<file path="src/hw/rtl/pcmcv_pkg.sv">
// pcmcv_pkg: shared widths, mode codes and scale constants for the pcm sample converter
// no dependencies; compile first
package pcmcv_pkg;

	localparam int SampleW = 32;
	localparam int ModeW   = 3;
	localparam int HalfW   = 16;

	typedef logic [SampleW-1:0] sample_t;
	typedef logic [ModeW-1:0]   mode_t;

	// conversion mode codes
	localparam mode_t MODE_I16_F32 = 3'd0;
	localparam mode_t MODE_I32_F32 = 3'd1;
	localparam mode_t MODE_F32_I16 = 3'd2;
	localparam mode_t MODE_F32_I32 = 3'd3;
	localparam mode_t MODE_I16_I32 = 3'd4;
	localparam mode_t MODE_I32_I16 = 3'd5;

	// full scale divisors / multipliers
	localparam logic [30:0] Scale16 = 31'd32767;
	localparam logic [30:0] Scale32 = 31'h7FFF_FFFF;

endpackage

</file>
<file path="src/hw/rtl/pcmcv_in_if.sv">
// pcmcv_in_if: valid/ready channel carrying one raw input sample word
// depends on pcmcv_pkg
interface pcmcv_in_if;
	import pcmcv_pkg::*;

	logic    valid;
	logic    ready;
	sample_t sample_bits;
	logic    in_last;

	modport source (output valid, output sample_bits, output in_last, input ready);
	modport sink (input valid, input sample_bits, input in_last, output ready);
endinterface

</file>
<file path="src/hw/rtl/pcmcv_out_if.sv">
// pcmcv_out_if: valid/ready channel carrying one converted sample word
// depends on pcmcv_pkg
interface pcmcv_out_if;
	import pcmcv_pkg::*;

	logic    valid;
	logic    ready;
	sample_t result_bits;
	logic    saturated;
	logic    out_last;

	modport source (output valid, output result_bits, output saturated, output out_last,
		input ready);
	modport sink (input valid, input result_bits, input saturated, input out_last,
		output ready);
endinterface

</file>
<file path="src/hw/rtl/pcmcv_i2f.sv">
// pcmcv_i2f: int16/int32 to binary32, divide by full scale with double then single rounding
// depends on pcmcv_pkg
module pcmcv_i2f (
	input  pcmcv_pkg::sample_t sample,
	input  logic               is32,
	output pcmcv_pkg::sample_t fbits
);
	import pcmcv_pkg::*;

	// repeating fraction 0.rrr... for a 15-bit period
	function automatic logic [94:0] rep15(input logic [14:0] r);
		logic [94:0] o;
		o = '0;
		for (int i = 0; i < 95; i++) begin
			o[94-i] = r[14 - (i % 15)];
		end
		return o;
	endfunction

	// repeating fraction 0.rrr... for a 31-bit period
	function automatic logic [94:0] rep31(input logic [30:0] r);
		logic [94:0] o;
		o = '0;
		for (int i = 0; i < 95; i++) begin
			o[94-i] = r[30 - (i % 31)];
		end
		return o;
	endfunction

	logic        neg;
	sample_t     sx;
	sample_t     mag;
	sample_t     divisor;
	logic        q;
	sample_t     rem;
	logic        rem_nz;
	logic [94:0] frac;
	logic [4:0]  lz;
	logic [5:0]  sh;
	logic [95:0] zs;
	logic [52:0] m53;
	logic        up1;
	logic [53:0] m54;
	logic [52:0] d53;
	logic [23:0] f24;
	logic        up2;
	logic [24:0] f25;
	logic [8:0]  exp_w;

	// sign and magnitude
	always_comb begin
		sx      = is32 ? sample : {{HalfW{sample[HalfW-1]}}, sample[HalfW-1:0]};
		neg     = sx[SampleW-1];
		mag     = neg ? (~sx + 32'd1) : sx;
		divisor = is32 ? {1'b0, Scale32} : {17'd0, Scale16[14:0]};
	end

	// integer part (0 or 1) and remainder, whose bits repeat as the fraction
	always_comb begin
		q      = (mag >= divisor);
		rem    = q ? (mag - divisor) : mag;
		rem_nz = |rem[30:0];
		frac   = is32 ? rep31(rem[30:0]) : rep15(rem[14:0]);
	end

	// leading zeros of the first period
	always_comb begin
		lz = 5'd30;
		for (int i = 30; i >= 0; i--) begin
			if (frac[94-i]) begin
				lz = 5'(i);
			end
		end
		sh = q ? 6'd0 : (6'(lz) + 6'd1);
		zs = {q, frac} << sh;
	end

	// round to 53 bits, then to 24 bits, both nearest-even
	always_comb begin
		m53 = zs[95:43];
		up1 = zs[42] & (rem_nz | m53[0]);
		m54 = {1'b0, m53} + 54'(up1);
		d53 = m54[53] ? {1'b1, 52'd0} : m54[52:0];
		f24 = d53[52:29];
		up2 = d53[28] & ((|d53[27:0]) | f24[0]);
		f25 = {1'b0, f24} + 25'(up2);
		exp_w = 9'd127 - 9'(sh) + 9'(m54[53]) + 9'(f25[24]);
		if (mag == '0) begin
			fbits = '0;
		end else begin
			fbits = {neg, exp_w[7:0], (f25[24] ? 23'd0 : f25[22:0])};
		end
	end

endmodule

</file>
<file path="src/hw/rtl/pcmcv_f2i.sv">
// pcmcv_f2i: binary32 to int16/int32, multiply by full scale, round to double, truncate
// depends on pcmcv_pkg
module pcmcv_f2i (
	input  pcmcv_pkg::sample_t fbits,
	input  logic               is32,
	output pcmcv_pkg::sample_t ival,
	output logic               sat
);
	import pcmcv_pkg::*;

	logic              sgn;
	logic [7:0]        ex;
	logic [22:0]       fr;
	logic              is_nan;
	logic              is_inf;
	logic [23:0]       f_mant;
	logic signed [9:0] e;
	logic [30:0]       scale;
	logic [54:0]       prod;
	logic [52:0]       base;
	logic              g;
	logic              s;
	logic signed [9:0] k;
	logic              up;
	logic [53:0]       xr;
	logic [9:0]        nk;
	logic [53:0]       t;
	logic              huge;
	logic [32:0]       mag;
	logic [32:0]       lim_pos;
	logic [32:0]       lim_neg;
	sample_t           sat_hi;
	sample_t           sat_lo;
	sample_t           mask;
	sample_t           signed_val;

	// unpack
	always_comb begin
		sgn    = fbits[31];
		ex     = fbits[30:23];
		fr     = fbits[22:0];
		is_nan = (ex == 8'hFF) && (fr != '0);
		is_inf = (ex == 8'hFF) && (fr == '0);
		f_mant = {(ex != 8'd0), fr};
		e      = $signed({2'b00, ((ex == 8'd0) ? 8'd1 : ex)}) - 10'sd150;
		scale  = is32 ? Scale32 : Scale16;
	end

	// exact product
	assign prod = 55'(f_mant) * 55'(scale);

	// round product to 53 significant bits, nearest-even
	always_comb begin
		if (prod[54]) begin
			base = prod[54:2];
			g    = prod[1];
			s    = prod[0];
			k    = e + 10'sd2;
		end else if (prod[53]) begin
			base = prod[53:1];
			g    = prod[0];
			s    = 1'b0;
			k    = e + 10'sd1;
		end else begin
			base = prod[52:0];
			g    = 1'b0;
			s    = 1'b0;
			k    = e;
		end
		up = g & (s | base[0]);
		xr = {1'b0, base} + 54'(up);
	end

	// truncate toward zero
	always_comb begin
		nk = 10'(-k);
		if (k >= 10'sd0) begin
			t    = '0;
			huge = (xr != '0);
		end else begin
			t    = (nk >= 10'd54) ? '0 : (xr >> nk[5:0]);
			huge = |t[53:33];
		end
		mag = t[32:0];
	end

	// clamp and sign
	always_comb begin
		lim_pos    = is32 ? 33'h0_8000_0000 : 33'h0_0000_8000;
		lim_neg    = is32 ? 33'h0_8000_0001 : 33'h0_0000_8001;
		sat_hi     = is32 ? 32'h7FFF_FFFF : 32'h0000_7FFF;
		sat_lo     = is32 ? 32'h8000_0000 : 32'h0000_8000;
		mask       = is32 ? 32'hFFFF_FFFF : 32'h0000_FFFF;
		signed_val = sgn ? (~mag[31:0] + 32'd1) : mag[31:0];
		priority if (is_nan) begin
			ival = '0;
			sat  = 1'b1;
		end else if (is_inf || huge) begin
			ival = sgn ? sat_lo : sat_hi;
			sat  = 1'b1;
		end else if (!sgn && (mag >= lim_pos)) begin
			ival = sat_hi;
			sat  = 1'b1;
		end else if (sgn && (mag >= lim_neg)) begin
			ival = sat_lo;
			sat  = 1'b1;
		end else begin
			ival = signed_val & mask;
			sat  = 1'b0;
		end
	end

endmodule

</file>
<file path="src/hw/rtl/pcm_sample_format_converter_top.sv">
// Converts one mono PCM word per clock between int16, int32 and binary32 as set by the
// 3-bit conversion mode register (write it only while no words are in flight). A word
// accepted on sample_ch is loaded into the input register, then through the converter
// logic into the result register that drives result_ch. With result_ch ready the block
// takes and delivers one word every clock; a stall on result_ch holds the result register
// and a word in the input register, and backs up to sample_ch. Unused mode codes give zero.
// depends on pcmcv_pkg, pcmcv_in_if, pcmcv_out_if, pcmcv_i2f, pcmcv_f2i
module pcm_sample_format_converter_top (
	input  logic                   clk,
	input  logic                   arst_n,
	input  logic                   cfg_wr_en,
	input  pcmcv_pkg::mode_t       cfg_wr_data,
	pcmcv_in_if.sink               sample_ch,
	pcmcv_out_if.source            result_ch
);
	import pcmcv_pkg::*;

	mode_t   conversion_mode_q;
	logic    valid_s1;
	sample_t sample_s1;
	logic    last_s1;
	logic    valid_s2;
	sample_t result_s2;
	logic    sat_s2;
	logic    last_s2;
	logic    adv1;
	logic    adv2;
	sample_t i2f_bits;
	sample_t f2i_bits;
	logic    f2i_sat;
	sample_t res_d;
	logic    sat_d;

	// mode register
	always_ff @(posedge clk or negedge arst_n) begin
		if (!arst_n) begin
			conversion_mode_q <= MODE_I16_F32;
		end else if (cfg_wr_en) begin
			conversion_mode_q <= cfg_wr_data;
		end
	end

	// pipeline flow
	assign adv2            = !valid_s2 || result_ch.ready;
	assign adv1            = !valid_s1 || adv2;
	assign sample_ch.ready = adv1;

	always_ff @(posedge clk or negedge arst_n) begin
		if (!arst_n) begin
			valid_s1 <= 1'b0;
			valid_s2 <= 1'b0;
		end else begin
			if (adv1) begin
				valid_s1 <= sample_ch.valid;
			end
			if (adv2) begin
				valid_s2 <= valid_s1;
			end
		end
	end

	// payload registers
	always_ff @(posedge clk) begin
		if (adv1 && sample_ch.valid) begin
			sample_s1 <= sample_ch.sample_bits;
			last_s1   <= sample_ch.in_last;
		end
		if (adv2 && valid_s1) begin
			result_s2 <= res_d;
			sat_s2    <= sat_d;
			last_s2   <= last_s1;
		end
	end

	// converters
	pcmcv_i2f u_i2f (
		.sample (sample_s1),
		.is32   (conversion_mode_q == MODE_I32_F32),
		.fbits  (i2f_bits)
	);

	pcmcv_f2i u_f2i (
		.fbits (sample_s1),
		.is32  (conversion_mode_q == MODE_F32_I32),
		.ival  (f2i_bits),
		.sat   (f2i_sat)
	);

	// result select
	always_comb begin
		sat_d = 1'b0;
		unique case (conversion_mode_q)
			MODE_I16_F32, MODE_I32_F32: res_d = i2f_bits;
			MODE_F32_I16, MODE_F32_I32: begin
				res_d = f2i_bits;
				sat_d = f2i_sat;
			end
			MODE_I16_I32: res_d = {sample_s1[HalfW-1:0], {HalfW{1'b0}}};
			MODE_I32_I16: res_d = {{HalfW{1'b0}}, sample_s1[SampleW-1:HalfW]};
			default:      res_d = '0;
		endcase
	end

	assign result_ch.valid       = valid_s2;
	assign result_ch.result_bits = result_s2;
	assign result_ch.saturated   = sat_s2;
	assign result_ch.out_last    = last_s2;

	// checks
	a_sat_only_f2i: assert property (@(posedge clk) disable iff (!arst_n)
		valid_s2 && !(conversion_mode_q == MODE_F32_I16 ||
			conversion_mode_q == MODE_F32_I32) |-> !sat_s2)
		else $error("saturated set outside float to integer modes");

	a_i16_upper_zero: assert property (@(posedge clk) disable iff (!arst_n)
		valid_s2 && (conversion_mode_q == MODE_F32_I16 ||
			conversion_mode_q == MODE_I32_I16) |-> (result_s2[SampleW-1:HalfW] == '0))
		else $error("int16 result with upper half set");

	a_moves_forward: assert property (@(posedge clk) disable iff (!arst_n)
		valid_s1 && !valid_s2 |=> valid_s2)
		else $error("word stuck in input register");

	a_last_follows: assert property (@(posedge clk) disable iff (!arst_n)
		valid_s1 && adv2 |=> (last_s2 == $past(last_s1)))
		else $error("last mark lost between stages");

endmodule
</file>
<file path="src/flat_wrapper.sv">
// flat-port wrapper written by rule: the top's interface ports become plain ports
module pcm_sample_format_converter_top_flat import pcmcv_pkg::*;
  (clk, arst_n, cfg_wr_en, cfg_wr_data, sample_ch_valid, sample_ch_sample_bits, sample_ch_in_last, sample_ch_ready, result_ch_valid, result_ch_result_bits, result_ch_saturated, result_ch_out_last, result_ch_ready);
  pcmcv_in_if sample_ch_i ();
  pcmcv_out_if result_ch_i ();
  input  logic clk;
  input  logic arst_n;
  input  logic cfg_wr_en;
  input  pcmcv_pkg::mode_t cfg_wr_data;
  input wire logic [$bits(sample_ch_i.valid)-1:0] sample_ch_valid;
  input wire logic [$bits(sample_ch_i.sample_bits)-1:0] sample_ch_sample_bits;
  input wire logic [$bits(sample_ch_i.in_last)-1:0] sample_ch_in_last;
  output wire logic [$bits(sample_ch_i.ready)-1:0] sample_ch_ready;
  output wire logic [$bits(result_ch_i.valid)-1:0] result_ch_valid;
  output wire logic [$bits(result_ch_i.result_bits)-1:0] result_ch_result_bits;
  output wire logic [$bits(result_ch_i.saturated)-1:0] result_ch_saturated;
  output wire logic [$bits(result_ch_i.out_last)-1:0] result_ch_out_last;
  input wire logic [$bits(result_ch_i.ready)-1:0] result_ch_ready;
  assign sample_ch_i.valid = sample_ch_valid;
  assign sample_ch_i.sample_bits = sample_ch_sample_bits;
  assign sample_ch_i.in_last = sample_ch_in_last;
  assign sample_ch_ready = sample_ch_i.ready;
  assign result_ch_valid = result_ch_i.valid;
  assign result_ch_result_bits = result_ch_i.result_bits;
  assign result_ch_saturated = result_ch_i.saturated;
  assign result_ch_out_last = result_ch_i.out_last;
  assign result_ch_i.ready = result_ch_ready;
  pcm_sample_format_converter_top u_core (.clk(clk), .arst_n(arst_n), .cfg_wr_en(cfg_wr_en), .cfg_wr_data(cfg_wr_data), .sample_ch(sample_ch_i), .result_ch(result_ch_i));
endmodule
</file>
<file path="config.mk">
export PLATFORM = sky130hd
export DESIGN_NAME = pcm_sample_format_converter_top_flat
export DESIGN_NICKNAME = d
export VERILOG_FILES = /design/src/hw/rtl/pcmcv_pkg.sv /design/src/hw/rtl/pcmcv_in_if.sv /design/src/hw/rtl/pcmcv_out_if.sv /design/src/hw/rtl/pcmcv_i2f.sv /design/src/hw/rtl/pcmcv_f2i.sv /design/src/hw/rtl/pcm_sample_format_converter_top.sv /design/src/flat_wrapper.sv
export SDC_FILE = /design/constraint.sdc
export NUM_CORES = 2
export LEC_CHECK = 0
export BUFFER_PORTS_ARGS = -buffer_cell sky130_fd_sc_hd__buf_2
export CORE_AREA = 2 2 297 299
export CTS_CLUSTER_SIZE = 24
export DETAILED_ROUTE_END_ITERATION = 7
export DIE_AREA = 0 0 299 301
export PLACE_DENSITY = 0.74
export SYNTH_ARGS = -nofsm -noshare
export SYNTH_HDL_FRONTEND = slang
export SYNTH_HIERARCHICAL = 1
export SYNTH_SLANG_ARGS = --single-unit
</file>
<file path="constraint.sdc">
create_clock -name clk -period 21 [get_ports clk]
set_input_delay 1.05 -clock clk [delete_from_list [all_inputs] [get_ports clk]]
set_output_delay 1.05 -clock clk [all_outputs]
set_load 0.03 [all_outputs]
</file>
==> flow_metrics.tcl <==
set metrics [dict create \
    synth_compound_area_share_pct 29.7 \
    synth_area_per_cell_um2 7.49 \
    place_hpwl_um 159000 \
    rrSetupSlack_ns 2.70 \
    ys_types 147 \
    wirelength_um 200000 \
    start_util_pct 47.8 \
    clk_latency_ns 0.38 \
    viasPerCell 7.19 \
    critical_path_required_ns 21.08 \
    grt.overflow.total 0 \
    synthToLayoutAreaGrowth_pct 3.81 \
    n_fill_cell 8641 \
    syn_inst 5520 \
    synth_flop_cell "edfxtp_1" \
    synth_nets 6126 \
    hold_path.class "flip-flop to flip-flop" \
    finClkSkew_ns 0.0195 \
    cts_made_buffers 9 \
    min_period_ns 18.30 \
    crit_path_end "u_core/result_ch.result_bits[27]" \
    grt_first_pass_wirelength_um 293000 \
    cts_tree "yes" \
    synth_top_family_by_area "compound AO/OA/AOI/OAI gates" \
    post_cts_buffers 0 \
    port_buffers 76 \
    grt_usage_pct 43.0 \
    die_x_um 299 \
    antenna_left 0 \
    crit_path_start "u_core/conversion_mode_q[1]" \
    drt_drc_violations_left 1 \
    vias 47000 \
    synthSimpleGateAreaFrac_pct 23.9 \
    pin_count 77 \
    clockBufferDepth 2 \
    path_class "flip-flop to flip-flop" \
    arrival_ns 18.38 \
    slowest_stage "dfrtp_2" \
    r2r_start "u_core/conversion_mode_q[1]" \
    die_area_um2 90000 \
    synth-edff-count 67 \
    final_common_cell "inv_1" \
    cp_slowest_stage_delay_ns 1.02 \
    fin_crit_sh_pct 87.1 \
    yosysWarnings 6 \
    synthMuxAreaShare_pct 5.98 \
    fp.coreArea_um2 86500 \
    max_freq_ghz 0.0546 \
    antennaDiodeCount 0 \
    firstDrtPassIters 8 \
    worstSetupEndpointType "flip-flop" \
    tightestPinTransition_ns 1.33 \
    violations "DRC" \
    cp-start-kind "flip-flop" \
    synthXorXnorAreaFrac_pct 3.79 \
    synthAdderAreaFrac_pct 23.2 \
    ys_seq_elements 72 \
    ys_async_sr_fraction_pct 6.94 \
    outcome "finished, violations left" \
    postCtsHoldBufs 0 \
    slew_violations 0 \
    cts_resized 0 \
    setup_viol 0 \
    root_buffer "clkbuf_16" \
    rsz0062_at_grt "no" \
    rows 108 \
    cap_violations 0 \
    routedWlPerCell_um 30.5 \
    slew_headroom_pct 8.80 \
    nNetsFinal 5983 \
    drt-initial-drc-count 7666 \
    yosys.area.top_type "fa_1" \
    layout_common_cells "inv_1 (491), nand2_1 (474), nor2_1 (451)" \
    min_from "u_core/last_s1" \
    rr_worst_depth 46 \
    grt_max_degree 82 \
    cts_htree_levels 3 \
    reg2reg_to "u_core/result_ch.result_bits[27]" \
    clk_pin_slew_ns 0.08 \
    synth.area.top_cells "fa_1 (16%), ha_1 (6.9%), edfxtp_1 (4.9%)" \
    antenna_found_initial 3 \
    clock_sinks 72 \
    yosysTopAreaCellShare_pct 16.3 \
    place.gp.congestion 1.08 \
    grt_pass1_vias 43500 \
    yosysSeqAreaShare_pct 5.17 \
    syn-cell-area_um2 41400 \
    die_h_um 301 \
    hold_violations 0 \
    tns_ns 0 \
    drive_gt1_share_pct 8.99 \
    critPathMaxFanout 61 \
    cp_common_cell "fa_1" \
]
## state kept, by name, indices dropped and copies added (netlist names)
name and cells:
u_core/conversion_mode_q 3, u_core/result_ch.out_last 1, u_core/valid_s1 1, u_core/sample_s1 32, u_core/result_ch.result_bits 32, u_core/last_s1 1, u_core/result_ch.saturated 1, u_core/result_ch.valid 1
## worst min-delay path by stage
stage | end | slack (ns) | depth (start not counted)
final | u_core/result_ch.out_last | 0.44 | 0
after CTS | u_core/result_ch.out_last | 0.44 | 0
after global placement | u_core/result_ch.out_last | 0.41 | 0
after detailed placement | u_core/result_ch.out_last | 0.43 | 0
after global routing | u_core/result_ch.out_last | 0.46 | 0
after floorplan | u_core/result_ch.out_last | 0.40 | 0
## synth_stat cells, drive strengths merged, types with 27 or more instances
cell and n:
inv 495, nand2 480, nor2 462, a21oi 346, fa 337, o21ai 330, ha 228, nand3 190
clkbuf 169, buf 168, nor3 168, mux2i 164, o211ai 154, xnor2 108, a211oi 92, a31oi 91
nand4 89, nor4 83, o22ai 81, xor2 70, edfxtp 67, a21o 64, and2 60, nand2b 55
o31ai 55, or3 53, mux2 52, or2 48, and3 46, or4 41, o21a 40, o2111ai 36
a211o 35, a2111oi 29, a22oi 28, a21boi 27
## critical path: cells and delay by family (launching register included)
family / cells / cell delay (ns)
AO/OA/AOI/OAI: 12 / 3.92
XOR/XNOR: 1 / 0.16
adder cells (fa/ha/maj): 10 / 5.20
buffers and inverters: 9 / 2.44
flip-flops: 1 / 1.02
multiplexers: 1 / 0.22
AND/OR/NAND/NOR: 13 / 4.92
## logic make-up (layout without fill, tap and decap cells)
kind of cell	count (synthesis)	count (layout)
muxes	227	227
xor gates and xnor gates	178	178
DFF	72	72
adders and majority gates	565	565
and+or+nand+nor	1916	1916
buffers and inverters	833	695
AOI/OAI and AO/OA	1729	1729
## layer usage
| layer | wire [um] | global-route usage, % | part of all wire (%) |
|---|---|---|---|
| met5 | 50 | 0 | 0.025 |
| met2 | 78400 | 59.7 | 39 |
| met1 | 81400 | 60.2 | 41 |
| met3 | 28000 | 13.8 | 14 |
| met4 | 11700 | 19.8 | 5.8 |
## layout make-up
cell class | instances | area, um^2 | area share, %
multi-input combinational | 4615 | 36000 | 83.8
timing repair buffer | 183 | 1180 | 2.76
clock buffer | 9 | 225 | 0.525
sequential | 72 | 2140 | 4.98
inverter | 496 | 1860 | 4.34
tap | 1155 | 1450 | 3.37
clock inverter | 7 | 109 | 0.254
## stage by stage
stage | hold WS [ns] | utilization [%] | area (um^2) | worst slack (ns) | instances
2_1_floorplan | 0.400 | - | 41400 | 6.28 | 5520
3_5_place_dp | 0.431 | 49.3 | 42600 | 3.37 | 6521
6_report | 0.439 | 49.6 | 42900 | 2.70 | 6537
3_3_place_gp | 0.406 | 49.3 | 42600 | 3.60 | 6521
4_1_cts | 0.443 | 49.6 | 42900 | 3.31 | 6537
5_1_grt | 0.456 | 49.6 | 42900 | 1.88 | 6537
Power is left out: the tool's default activity adds up to more than one toggle a clock period on the data nets, which glitch-free logic cannot reach.
